[config.mk]
export PLATFORM = sky130hd
export DESIGN_NAME = pileup_base_counter
export DESIGN_NICKNAME = d
export VERILOG_FILES = /design/src/rtl/core/pbc_pkg.sv /design/src/rtl/core/pbc_front.sv /design/src/rtl/core/pbc_queue.sv /design/src/rtl/core/pbc_back.sv /design/src/rtl/core/pileup_base_counter.sv
export SDC_FILE = /design/constraint.sdc
export NUM_CORES = 1
export LEC_CHECK = 0
export BUFFER_PORTS_ARGS = -buffer_cell sky130_fd_sc_hd__buf_4
export CORE_MARGIN = 2
export CORE_UTILIZATION = 44
export DETAILED_ROUTE_END_ITERATION = 8
export GPL_TIMING_DRIVEN = 0
export HOLD_SLACK_MARGIN = 0.02
export PLACE_DENSITY = 0.61
export RECOVER_POWER = 50
export SYNTH_ARGS = -nofsm -noshare
export SYNTH_HDL_FRONTEND = slang
export SYNTH_SLANG_ARGS = --single-unit
[constraint.sdc]
create_clock -name clock -period 8.65 [get_ports clock]
set_input_delay 2.1625 -clock clock [delete_from_list [all_inputs] [get_ports clock]]
set_output_delay 2.1625 -clock clock [all_outputs]
set_load 0.005 [all_outputs]
[src/rtl/core/pbc_pkg.sv]
// ---------------------------------------------------------------------------
// pbc_pkg
// Shared types, widths and codes of the pileup base counter: counter width,
// base index codes and the action record passed from front to back.
// ---------------------------------------------------------------------------
package pbc_pkg;

   localparam int COUNT_WIDTH = 16;
   localparam int OUT_WIDTH   = 16;
   localparam int NUM_COUNTS  = 5;
   localparam int QUEUE_DEPTH = 4;

   localparam logic [COUNT_WIDTH-1:0] COUNT_MAX = {COUNT_WIDTH{1'b1}};
   localparam logic [OUT_WIDTH-1:0]   OUT_MAX   = {OUT_WIDTH{1'b1}};

   // counter index codes
   localparam logic [2:0] IDX_A     = 3'd0;
   localparam logic [2:0] IDX_C     = 3'd1;
   localparam logic [2:0] IDX_G     = 3'd2;
   localparam logic [2:0] IDX_T     = 3'd3;
   localparam logic [2:0] IDX_OTHER = 3'd4;

   // one classified character: which counter to bump, and end of string
   typedef struct packed {
      logic       bump;
      logic [2:0] idx;
      logic       last;
   } pbc_action_type;

   function automatic logic [OUT_WIDTH-1:0] sat_out(input logic [COUNT_WIDTH-1:0] v);
      logic [31:0] w;
      w = 32'(v);
      if (w > 32'(OUT_MAX)) begin
         return OUT_MAX;
      end
      return w[OUT_WIDTH-1:0];
   endfunction

endpackage

[src/rtl/core/pbc_front.sv]
// ---------------------------------------------------------------------------
// pbc_front
// Scanner for the pileup base string: tracks skip and indel modes, and turns
// each accepted character into an action for the counting back end.
// ---------------------------------------------------------------------------
module pbc_front (
   input  logic                   clock,
   input  logic                   reset,
   input  logic                   req_valid,
   output logic                   req_ready,
   input  logic [7:0]             req_char_byte,
   input  logic [2:0]             req_ref_code,
   input  logic                   req_last_char,
   output logic                   push_valid,
   input  logic                   push_ready,
   output pbc_pkg::pbc_action_type push_data
);

   typedef enum logic [1:0] {
      MODE_NORMAL,
      MODE_SKIP1,
      MODE_DIGITS,
      MODE_INDEL
   } mode_type;

   localparam logic [7:0] CH_CARET  = 8'h5E;
   localparam logic [7:0] CH_DOLLAR = 8'h24;
   localparam logic [7:0] CH_STAR   = 8'h2A;
   localparam logic [7:0] CH_PLUS   = 8'h2B;
   localparam logic [7:0] CH_MINUS  = 8'h2D;
   localparam logic [7:0] CH_COMMA  = 8'h2C;
   localparam logic [7:0] CH_DOT    = 8'h2E;
   localparam logic [7:0] CH_ZERO   = 8'h30;
   localparam logic [7:0] CH_NINE   = 8'h39;

   localparam int LEN_WIDTH = 16;
   localparam int PROD_WIDTH = LEN_WIDTH + 4;
   localparam logic [LEN_WIDTH-1:0] LEN_MAX = {LEN_WIDTH{1'b1}};

   mode_type              mode_ff, mode_in;
   logic [LEN_WIDTH-1:0]  rem_ff, rem_in;
   logic                  accept;
   logic                  is_digit;
   logic [PROD_WIDTH-1:0] len_next;
   logic [LEN_WIDTH-1:0]  rem_dec;
   logic                  bump;
   logic [2:0]            idx;

   function automatic logic [2:0] letter_code(input logic [7:0] c);
      logic [2:0] r;
      r = pbc_pkg::IDX_OTHER;
      if (c inside {8'h41, 8'h61}) r = pbc_pkg::IDX_A;
      if (c inside {8'h43, 8'h63}) r = pbc_pkg::IDX_C;
      if (c inside {8'h47, 8'h67}) r = pbc_pkg::IDX_G;
      if (c inside {8'h54, 8'h74}) r = pbc_pkg::IDX_T;
      return r;
   endfunction

   assign accept     = req_valid && push_ready;
   assign req_ready  = push_ready;
   assign push_valid = req_valid;
   assign push_data  = '{bump: bump, idx: idx, last: req_last_char};

   assign is_digit = req_char_byte inside {[CH_ZERO:CH_NINE]};
   // len * 10 + digit, as two shifts and adds
   assign len_next = (PROD_WIDTH'(rem_ff) << 3) + (PROD_WIDTH'(rem_ff) << 1)
                   + PROD_WIDTH'(req_char_byte - CH_ZERO);
   assign rem_dec  = rem_ff - LEN_WIDTH'(1);

   always_comb begin
      logic run_normal;
      mode_in    = mode_ff;
      rem_in     = rem_ff;
      bump       = 1'b0;
      idx        = pbc_pkg::IDX_OTHER;
      run_normal = 1'b0;
      case (mode_ff)
         MODE_SKIP1: begin
            mode_in = MODE_NORMAL;
         end
         MODE_DIGITS: begin
            if (is_digit) begin
               rem_in = (len_next > PROD_WIDTH'(LEN_MAX)) ? LEN_MAX
                                                          : len_next[LEN_WIDTH-1:0];
            end else if (rem_ff == '0) begin
               mode_in    = MODE_NORMAL;
               run_normal = 1'b1;
            end else begin
               // this character is the first one of the indel
               rem_in  = rem_dec;
               mode_in = (rem_dec != '0) ? MODE_INDEL : MODE_NORMAL;
            end
         end
         MODE_INDEL: begin
            if (rem_ff != '0) begin
               rem_in = rem_dec;
            end
            if (rem_ff <= LEN_WIDTH'(1)) begin
               mode_in = MODE_NORMAL;
            end
         end
         default: begin
            run_normal = 1'b1;
         end
      endcase

      if (run_normal) begin
         if (req_char_byte == CH_CARET) begin
            mode_in = MODE_SKIP1;
         end else if (req_char_byte inside {CH_DOLLAR, CH_STAR}) begin
            bump = 1'b0;
         end else if (req_char_byte inside {CH_PLUS, CH_MINUS}) begin
            mode_in = MODE_DIGITS;
            rem_in  = '0;
         end else if (req_char_byte inside {CH_DOT, CH_COMMA}) begin
            bump = 1'b1;
            idx  = (req_ref_code > pbc_pkg::IDX_OTHER) ? pbc_pkg::IDX_OTHER : req_ref_code;
         end else begin
            bump = 1'b1;
            idx  = letter_code(req_char_byte);
         end
      end

      // end of string drops any pending skip
      if (req_last_char) begin
         mode_in = MODE_NORMAL;
         rem_in  = '0;
      end
   end

   always_ff @(posedge clock) begin
      if (reset) begin
         mode_ff <= MODE_NORMAL;
         rem_ff  <= '0;
      end else if (accept) begin
         mode_ff <= mode_in;
         rem_ff  <= rem_in;
      end
   end

`ifndef NO_ASSERTIONS
   a_indel_nonzero: assert property (@(posedge clock) disable iff (reset)
      mode_ff == MODE_INDEL |-> rem_ff != '0)
      else $error("indel mode with nothing left to skip");

   a_last_clears: assert property (@(posedge clock) disable iff (reset)
      accept && req_last_char |=> mode_ff == MODE_NORMAL && rem_ff == '0)
      else $error("scan state not cleared after last character");
`endif

endmodule

[src/rtl/core/pbc_queue.sv]
// ---------------------------------------------------------------------------
// pbc_queue
// Short FIFO of classified actions between the scanner and the counters.
// ---------------------------------------------------------------------------
module pbc_queue (
   input  logic                    clock,
   input  logic                    reset,
   input  logic                    push_valid,
   output logic                    push_ready,
   input  pbc_pkg::pbc_action_type push_data,
   output logic                    pop_valid,
   input  logic                    pop_ready,
   output pbc_pkg::pbc_action_type pop_data
);

   localparam int PTR_W = $clog2(pbc_pkg::QUEUE_DEPTH);
   localparam int CNT_W = $clog2(pbc_pkg::QUEUE_DEPTH + 1);

   pbc_pkg::pbc_action_type entry_ff [pbc_pkg::QUEUE_DEPTH];
   logic [PTR_W-1:0] wr_ptr_ff, wr_ptr_in;
   logic [PTR_W-1:0] rd_ptr_ff, rd_ptr_in;
   logic [CNT_W-1:0] count_ff, count_in;
   logic             push;
   logic             pop;

   assign push_ready = count_ff != CNT_W'(pbc_pkg::QUEUE_DEPTH);
   assign pop_valid  = count_ff != '0;
   assign pop_data   = entry_ff[rd_ptr_ff];
   assign push       = push_valid && push_ready;
   assign pop        = pop_valid && pop_ready;

   always_comb begin
      wr_ptr_in = push ? wr_ptr_ff + PTR_W'(1) : wr_ptr_ff;
      rd_ptr_in = pop  ? rd_ptr_ff + PTR_W'(1) : rd_ptr_ff;
      count_in  = count_ff + CNT_W'(push) - CNT_W'(pop);
   end

   always_ff @(posedge clock) begin
      if (reset) begin
         wr_ptr_ff <= '0;
         rd_ptr_ff <= '0;
         count_ff  <= '0;
      end else begin
         wr_ptr_ff <= wr_ptr_in;
         rd_ptr_ff <= rd_ptr_in;
         count_ff  <= count_in;
      end
   end

   always_ff @(posedge clock) begin
      if (push) begin
         entry_ff[wr_ptr_ff] <= push_data;
      end
   end

`ifndef NO_ASSERTIONS
   a_count_bound: assert property (@(posedge clock) disable iff (reset)
      count_ff <= CNT_W'(pbc_pkg::QUEUE_DEPTH)
      && (wr_ptr_ff - rd_ptr_ff) == count_ff[PTR_W-1:0])
      else $error("queue fill count out of step with pointers");
`endif

endmodule

[src/rtl/core/pbc_back.sv]
// ---------------------------------------------------------------------------
// pbc_back
// Counting back end: five saturating base counters and the result register.
// ---------------------------------------------------------------------------
module pbc_back (
   input  logic                    clock,
   input  logic                    reset,
   input  logic                    pop_valid,
   output logic                    pop_ready,
   input  pbc_pkg::pbc_action_type pop_data,
   output logic                    rsp_valid,
   input  logic                    rsp_ready,
   output logic [15:0]             rsp_count_a,
   output logic [15:0]             rsp_count_c,
   output logic [15:0]             rsp_count_g,
   output logic [15:0]             rsp_count_t,
   output logic [15:0]             rsp_count_other
);

   logic [pbc_pkg::COUNT_WIDTH-1:0] cnt_ff [pbc_pkg::NUM_COUNTS];
   logic [pbc_pkg::COUNT_WIDTH-1:0] cnt_in [pbc_pkg::NUM_COUNTS];
   logic [pbc_pkg::COUNT_WIDTH-1:0] cnt_sum [pbc_pkg::NUM_COUNTS];
   logic [pbc_pkg::OUT_WIDTH-1:0]   out_ff [pbc_pkg::NUM_COUNTS];
   logic                            rsp_valid_ff, rsp_valid_in;
   logic                            pop;
   logic                            emit;

   // a last action waits while an unread result still sits in the register
   assign pop_ready = !pop_data.last || !rsp_valid_ff || rsp_ready;
   assign pop       = pop_valid && pop_ready;
   assign emit      = pop && pop_data.last;

   always_comb begin
      for (int i = 0; i < pbc_pkg::NUM_COUNTS; i++) begin
         cnt_sum[i] = cnt_ff[i];
         if (pop && pop_data.bump && pop_data.idx == 3'(i)
             && cnt_ff[i] != pbc_pkg::COUNT_MAX) begin
            cnt_sum[i] = cnt_ff[i] + pbc_pkg::COUNT_WIDTH'(1);
         end
         cnt_in[i] = emit ? '0 : cnt_sum[i];
      end
      if (emit) begin
         rsp_valid_in = 1'b1;
      end else if (rsp_ready) begin
         rsp_valid_in = 1'b0;
      end else begin
         rsp_valid_in = rsp_valid_ff;
      end
   end

   always_ff @(posedge clock) begin
      if (reset) begin
         rsp_valid_ff <= 1'b0;
         for (int i = 0; i < pbc_pkg::NUM_COUNTS; i++) begin
            cnt_ff[i] <= '0;
         end
      end else begin
         rsp_valid_ff <= rsp_valid_in;
         for (int i = 0; i < pbc_pkg::NUM_COUNTS; i++) begin
            cnt_ff[i] <= cnt_in[i];
         end
      end
   end

   always_ff @(posedge clock) begin
      if (emit) begin
         for (int i = 0; i < pbc_pkg::NUM_COUNTS; i++) begin
            out_ff[i] <= pbc_pkg::sat_out(cnt_sum[i]);
         end
      end
   end

   assign rsp_valid       = rsp_valid_ff;
   assign rsp_count_a     = out_ff[pbc_pkg::IDX_A];
   assign rsp_count_c     = out_ff[pbc_pkg::IDX_C];
   assign rsp_count_g     = out_ff[pbc_pkg::IDX_G];
   assign rsp_count_t     = out_ff[pbc_pkg::IDX_T];
   assign rsp_count_other = out_ff[pbc_pkg::IDX_OTHER];

`ifndef NO_ASSERTIONS
   a_emit_clears: assert property (@(posedge clock) disable iff (reset)
      emit |=> rsp_valid_ff && cnt_ff[pbc_pkg::IDX_A] == '0 && cnt_ff[pbc_pkg::IDX_C] == '0
      && cnt_ff[pbc_pkg::IDX_G] == '0 && cnt_ff[pbc_pkg::IDX_T] == '0
      && cnt_ff[pbc_pkg::IDX_OTHER] == '0)
      else $error("result not raised or counters not cleared at end of string");

   a_no_overwrite: assert property (@(posedge clock) disable iff (reset)
      rsp_valid_ff && !rsp_ready |-> !emit)
      else $error("pending result overwritten");
`endif

endmodule

[src/rtl/core/pileup_base_counter.sv]
// ---------------------------------------------------------------------------
// pileup_base_counter
// Counts A, C, G, T and other calls in a pileup read-base string.
// ---------------------------------------------------------------------------
// Usage:
//   Send the base string one character per transfer on the req_ channel,
//   with the reference base code for '.' and ',' and req_last_char set on
//   the final character. After that character the rsp_ channel carries one
//   transfer with the five saturating counts; no other character produces
//   a result.
//   Throughput is one character per cycle while the action queue has room.
//   A character is scanned in the same cycle it is accepted and is written
//   into the queue; the counters take it from the queue head, and popping
//   the last character loads the result register and raises rsp_valid.
//   A four-entry action queue sits between the scanner and the counters.
//   While rsp_ready is low the pending result holds in its register and
//   later characters still go in; once a second end of string waits at the
//   head of the queue, the queue fills behind it and req_ready drops.
//   Reset clears the scan mode, the indel length, the counters and the
//   queue; the block is ready in the first cycle after reset.
// ---------------------------------------------------------------------------
module pileup_base_counter (
   input  logic        clock,
   input  logic        reset,
   input  logic        req_valid,
   output logic        req_ready,
   input  logic [7:0]  req_char_byte,
   input  logic [2:0]  req_ref_code,
   input  logic        req_last_char,
   output logic        rsp_valid,
   input  logic        rsp_ready,
   output logic [15:0] rsp_count_a,
   output logic [15:0] rsp_count_c,
   output logic [15:0] rsp_count_g,
   output logic [15:0] rsp_count_t,
   output logic [15:0] rsp_count_other
);

   logic                    push_valid;
   logic                    push_ready;
   pbc_pkg::pbc_action_type push_data;
   logic                    pop_valid;
   logic                    pop_ready;
   pbc_pkg::pbc_action_type pop_data;

   pbc_front u_front (
      .clock         (clock),
      .reset         (reset),
      .req_valid     (req_valid),
      .req_ready     (req_ready),
      .req_char_byte (req_char_byte),
      .req_ref_code  (req_ref_code),
      .req_last_char (req_last_char),
      .push_valid    (push_valid),
      .push_ready    (push_ready),
      .push_data     (push_data)
   );

   pbc_queue u_queue (
      .clock      (clock),
      .reset      (reset),
      .push_valid (push_valid),
      .push_ready (push_ready),
      .push_data  (push_data),
      .pop_valid  (pop_valid),
      .pop_ready  (pop_ready),
      .pop_data   (pop_data)
   );

   pbc_back u_back (
      .clock           (clock),
      .reset           (reset),
      .pop_valid       (pop_valid),
      .pop_ready       (pop_ready),
      .pop_data        (pop_data),
      .rsp_valid       (rsp_valid),
      .rsp_ready       (rsp_ready),
      .rsp_count_a     (rsp_count_a),
      .rsp_count_c     (rsp_count_c),
      .rsp_count_g     (rsp_count_g),
      .rsp_count_t     (rsp_count_t),
      .rsp_count_other (rsp_count_other)
   );

endmodule
=== Word-level counts from Yosys, hierarchy flattened ===
Memories as Yosys holds them, arrays and structs flattened. A register that Yosys moved wholly into a read port is not among the register bits.
Index checks and enable logic that the tools add are counted.

* Flip-flop bits (word level): 26
* Bits in writable memories: 180
* Logic and storage cells: 156
* Memories kept: 3

{| class="wikitable"
|+ Memory list
! memory !! words !! bits a word !! read ports !! clocked after Yosys merged registers in !! write ports !! RTL line !! text
|-
| u_back.cnt_ff || 5 || 16 || 5 || 0 || 5 || pbc_back.sv:20 || <nowiki>logic [pbc_pkg::COUNT_WIDTH-1:0] cnt_ff [pbc_pkg::NUM_COUNTS];</nowiki>
|-
| u_back.out_ff || 5 || 16 || 5 || 0 || 5 || pbc_back.sv:23 || <nowiki>logic [pbc_pkg::OUT_WIDTH-1:0] out_ff [pbc_pkg::NUM_COUNTS];</nowiki>
|-
| u_queue.entry_ff || 4 || 5 || 1 || 1 || 1 || pbc_queue.sv:19 || <nowiki>pbc_pkg::pbc_action_type entry_ff [pbc_pkg::QUEUE_DEPTH];</nowiki>
|}

* Add/sub/neg operators: 13
* Order comparisons: 5
* Equality and inequality tests: 28
* Multiplexer cells: 63
* Bitwise gates (word level): 5
* Reduce and logical (&&, ||, !) cells: 33

{| class="wikitable"
|+ Operator list
! cell !! count
|-
| 16-bit 2-to-1 mux || 24
|-
| 16-bit by 1-bit adder with 16-bit output (second input constant) || 5
|-
| 16-bit != test (second input constant) || 5
|-
| 8-bit by 7-bit == test with 1-bit output (second input constant) || 9
|-
| 8-bit by 6-bit == test with 1-bit output (second input constant) || 6
|-
| 16-bit one-hot mux with 2 select lines || 1
|-
| 16-bit nonzero test || 2
|-
| 3-bit 2-to-1 mux || 10
|-
| 2-bit 2-to-1 mux || 11
|-
| 19-bit by 17-bit adder with 20-bit output || 1
|-
| 20-bit adder || 1
|-
| 20-bit by 16-bit > comparator with 1-bit output (second input constant) || 1
|-
| 16-bit by 1-bit <= comparator with 1-bit output (second input constant) || 1
|-
| 16-bit logical NOT || 1
|-
| 2-bit nonzero test || 8
|-
| 16-bit by 1-bit subtractor with 16-bit output (second input constant) || 1
|-
| 1-bit logical AND || 15
|-
| 1-bit 2-to-1 mux || 15
|-
| 8-bit by 6-bit subtractor with 9-bit output (second input constant) || 1
|-
| 8-bit by 6-bit greater-or-equal comparator with 1-bit output (second input constant) || 1
|-
| 8-bit by 6-bit <= comparator with 1-bit output (second input constant) || 1
|-
| 3-bit by 2-bit == test with 1-bit output (second input constant) || 2
|-
| 2-bit one-hot mux with 3 select lines || 1
|-
| 1-bit bitwise OR || 5
|-
| 15 further kinds || 19
|}

=== Longest topological paths before layout ===
* Depth after elaboration: 11
* Gate-level depth with buffers: 14

=== Modules after synthesis ===
A second synthesis with hierarchy kept.

* Cells, all modules: 1073
* Area, all modules: 11272.1 um^2

{| class="wikitable"
|+ Modules (own cells, without submodules)
! module !! times used !! cells each !! area an instance (um^2) !! sequential area each (um^2)
|-
| pbc_back || 1 || 581 || 6855.3 || 4023.9
|-
| pbc_front || 1 || 417 || 3204.3 || 360.3
|-
| pbc_queue || 1 || 75 || 1212.4 || 780.7
|}

=== Least setup slack after synthesis ===
Ideal clock, no wire load.

* Path kind: input to register
* Start point: input req_char_byte[4]
* End point: register u_front.rem_ff[11]
* Arrival time: 6162 ps
* Setup slack: 2363 ps
* Cell stages on the path: 13
* Path buffers: 2
* Cells stage by stage: ha_1 > nor3_1 > fa_1 > ha_1 > clkbuf_1 > a211oi_1 > nor2_1 > o21ai_0 > nor3b_1 > or4_1 > nor4_4 > buf_4 > o21ai_0

* Word-level cells in the longest chain between the ends: 11

{| class="wikitable"
|+ RTL lines
! item !! RTL line !! text
|-
| start, declared || pileup_base_counter.sv:27 || <nowiki>input logic [7:0] req_char_byte,</nowiki>
|-
| 8-bit by 6-bit subtractor with 9-bit output || pbc_front.sv:67 || <nowiki>+ PROD_WIDTH'(req_char_byte - CH_ZERO);</nowiki>
|-
| 20-bit adder || pbc_front.sv:67 ||
|-
| 20-bit by 16-bit > comparator with 1-bit output || pbc_front.sv:83 || <nowiki>rem_in = (len_next > PROD_WIDTH'(LEN_MAX)) ? LEN_MAX</nowiki>
|-
| 16-bit 2-to-1 mux || pbc_front.sv:83 ||
|-
| 16-bit 2-to-1 mux || pbc_front.sv:82 || <nowiki>if (is_digit) begin</nowiki>
|-
| 16-bit one-hot mux with 2 select lines || pbc_front.sv:77 || <nowiki>case (mode_ff)</nowiki>
|-
| 16-bit 2-to-1 mux || pbc_front.sv:112 || <nowiki>end else if (req_char_byte inside {CH_PLUS, CH_MINUS}) begin</nowiki>
|-
| 16-bit 2-to-1 mux || pbc_front.sv:110 || <nowiki>end else if (req_char_byte inside {CH_DOLLAR, CH_STAR}) begin</nowiki>
|-
| 16-bit 2-to-1 mux || pbc_front.sv:108 || <nowiki>if (req_char_byte == CH_CARET) begin</nowiki>
|-
| 16-bit 2-to-1 mux * || pbc_front.sv:107 || <nowiki>if (run_normal) begin</nowiki>
|-
| 16-bit 2-to-1 mux * || pbc_front.sv:125 || <nowiki>if (req_last_char) begin</nowiki>
|-
| end signal, assigned || pbc_front.sv:137 || <nowiki>rem_ff <= rem_in;</nowiki>
|-
| end, declared || pbc_front.sv:41 || <nowiki>logic [LEN_WIDTH-1:0] rem_ff, rem_in;</nowiki>
|}

Mark *: on every way between the ends. The rest lies on a longest branch, timed or not.
A chain may end at the register's enable or synchronous reset.

==> flow_summary.yaml <==
outcome:
  status: "finished, violations left"
  violations: "capacitance limit, slew limit"
grt:
  grt_busiest_layer: "met2"
  grt_first_pass_wirelength_um: 38070
  use_met2_pct: 30.20
  use_met3_pct: 3.151
  antenna_found_initial: 1
  track_usage_pct: 18.03
  grt_max_degree: 59
  grt_pass1_vias: 7418
  global_route.usage.met1_pct: 24.57
  overflow: 0
cts:
  clockBufferDepth: 3
  cts_tree: "done"
  htree_levels: 1
  cts-root-buf: "clkbuf_16"
  clk_pin_slew_worst_paths_ns: 0.06
  ctsHoldBuffers: 0
  clkSinkCount: 208
  cts_made_buffers: 22
  clock_latency_ns: 0.51
  post_cts_buffers: 0
  cts_resized: 0
synth:
  synth.yosys.seq_area_share_pct: 48.05
  syn_area_um2: 10750
  yosys_warnings: 0
  synth_ff_type: "dfxtp_1"
  ys_types: 69
  synth-seq-cells: 208
  syn_nets: 1096
  syn_inst: 1025
  async_flop_share_pct: 0
  synth-edff-count: 100
  avgSynthCellArea_um2: 10.49
place:
  port_buffers: 96
  routabilityCongestion: 0.8565
  place_area_um2: 11920
  dpl.hpwl_um: 16930
final_layout:
  syn2layout_area_growth_pct: 17.40
  fin_area_um2: 12620
  fillCellCount: 2221
  utilization_pct: 52.20
  fin_nets: 1218
  multi_input_area_um2: 5174
  drive_above_1_share_pct: 14.27
  register_area_um2: 5165
power:
  internal_power_mw: 2.152
  switching_power_uw: 837.8
  power_leakage_nw: 4.815
  power.share.sequential_pct: 45.0
  switching_share_pct: 28.02
  power_frac_comb_pct: 22.9
  vdd_ir_drop_max_v: 0.0001224
  power_frac_clock_pct: 32.1
  p_per_area_nw_per_um2: 236.9
die:
  core_area_um2: 24180
  initial_utilization_pct: 44.46
  die_w_um: 160.3
  die_area_um2: 25700
  chipHeight_um: 160.3
  rows: 57
  io_pins: 98
flow_run:
  drv_cap: 1
critical_path:
  arrival_ns: 6.46
  startpoint_type: "primary input"
  crit_fanout: 58
  crit_required_ns: 9.02
  path_class: "in2reg"
  worstSetupEndpointType: "flip-flop"
detailed_routing:
  drc: 0
  wl_per_cell_um: 15.60
  ant_nets: 0
  vias: 7841
  drt_wl_total_um: 23220
  vias_per_cell: 5.269
  first_iter_violations: 467
  first_pass_iters: 5
worst_hold_path:
  hold_path.class: "reg2reg"
timing:
  hold_viol: 0
  worst_pin_slew_ns: 1.775
  relSlewSlack_pct: -18.42
  period_share_pct: 70.40
  rsz0062_at_grt: "no"
  clock.fmax_mhz: 164.2
  finalSetupTns_ns: 0
  setup_violations: 0
  maxSlewViolCount: 26
  clock-skew-final_ns: 0.01219
  period_needed_ns: 6.089
[synth_stat cells (11+ instances only)]
library cell	n	area (um^2)
a22o_1	15	131.4
o21ai_0	45	225.2
dfxtp_1	108	2162
nor2b_1	85	531.8
nor2_1	54	202.7
nor3_1	30	150.1
nand2b_1	11	68.82
inv_1	52	195.2
nand3_1	31	155.2
clkbuf_1	37	138.9
fa_1	16	320.3
edfxtp_1	100	3003
nand2_1	63	236.5
and3_1	18	112.6
nand4_1	24	150.1
ha_1	39	488.0
xor2_1	36	315.3
nor4_1	13	81.33
xnor2_1	57	499.2
o211ai_1	11	82.58
a21oi_1	33	165.2
a32oi_1	12	105.1
[metal layers]
metal,wire [um],vias up
li1,-,3943
met1,10880,3721
met2,10970,156
met3,1041,21
met4,323,0
met5,0,-
[power groups by stage]
stage               combinational, mW  sequential, mW  clock, mW
finish                          0.686            1.34      0.959
global route                    0.762            1.37       1.03
CTS                             0.738            1.35      0.985
detailed placement              0.735            1.37          0
global placement                0.702            1.39          0
floorplan                       0.328            1.39          0
[cells in the final DEF, fill, tap and decap left out, types with 5 or more instances in the layout]
cell,count
o21ai_0,45
or4_1,6
ha_1,39
nor3_1,29
and3_1,18
xnor2_1,57
a32oi_1,12
fa_1,16
nor2_1,54
edfxtp_1,100
or3_1,10
a22o_1,15
nor4_1,13
buf_4,12
clkbuf_16,22
nand4_1,25
inv_1,52
a31o_2,6
and4_1,10
o31ai_1,5
clkbuf_4,76
nand2_1,63
dfxtp_1,108
o211ai_1,11
nand2b_1,11
a21oi_1,33
a22oi_1,5
nand3_1,31
clkbuf_1,51
buf_2,6
a211oi_1,5
nor2b_1,85
xor2_1,36
clkbuf_8,5
nor3b_1,10
[worst max-delay path, stage by stage]
cell	delay (ns)
clkbuf_4	0.11
nor2b_1	0.05
a21boi_0	0.82
and2_0	1.43
buf_16	0.37
or2_2	0.16
clkbuf_1	0.32
clkbuf_1	0.44
clkbuf_1	0.44
nor2b_1	0.10
[metrics by stage]
stage	worst slack, ns	cells	hold slack (ns)	power, mW
finish	2.561	1488	0.5002	2.990
floorplan	2.363	1025	0.4692	1.720
CTS	2.770	1487	0.5008	3.073
global route	2.081	1487	0.5292	3.155
global placement	1.040	1445	0.4862	2.095
detailed placement	2.259	1447	0.4925	2.104
[cell families (layout without fill, tap and decap cells)]
group	count (synthesis)	count (layout)	synth area share, %
and+or+nand+nor	394	394	20.78
DFF	208	208	48.05
AOI/OAI and AO/OA	162	162	10.21
buffers and inverters	99	237	3.702
xor gates and xnor gates	95	95	7.880
adders and majority gates	55	55	7.520
muxes	12	12	1.862
other	0	1	0
[worst paths after layout]
| kind | to | from | cells after the start | slack, ns |
|---|---|---|---|---|
| worst max-delay path | u_back.cnt_ff[0][31]$_SDFF_PP0_ | rsp_ready | 10 | 2.56 |
| worst min-delay path | u_queue.wr_ptr_ff[1]$_SDFFE_PP0P_ | u_queue.wr_ptr_ff[1]$_SDFFE_PP0P_ | 2 | 0.50 |
| worst max register to register | u_back.cnt_ff[0][31]$_SDFF_PP0_ | flip-flop | 10 | 3.42 |
| worst min register to register | u_queue.wr_ptr_ff[1]$_SDFFE_PP0P_ | u_queue.wr_ptr_ff[1]$_SDFFE_PP0P_ | 2 | 0.50 |
[flip-flops by register name, indices dropped and copies added (netlist names), named ones only]
register           cells
u_queue.wr_ptr_ff      2
u_back.rsp_valid       1
u_front.rem_ff        16
u_queue.entry_ff      20
u_back.out_ff         80
u_queue.count_ff       3
u_front.mode_ff        2
u_back.cnt_ff         80
u_queue.rd_ptr_ff      2
[cell type report]
class | count | share of cell area [%]
diodes | 1 | 0.01983
plain buffers | 47 | 1.606
clock buffers | 32 | 5.057
clock inverters | 8 | 0.8824
inverters | 52 | 1.547
multi-input cells | 718 | 41.00
flip-flops and latches | 208 | 40.93
well taps | 324 | 3.212
repair buffers | 98 | 5.751
Note: power is estimated with default switching activity, not from simulation.
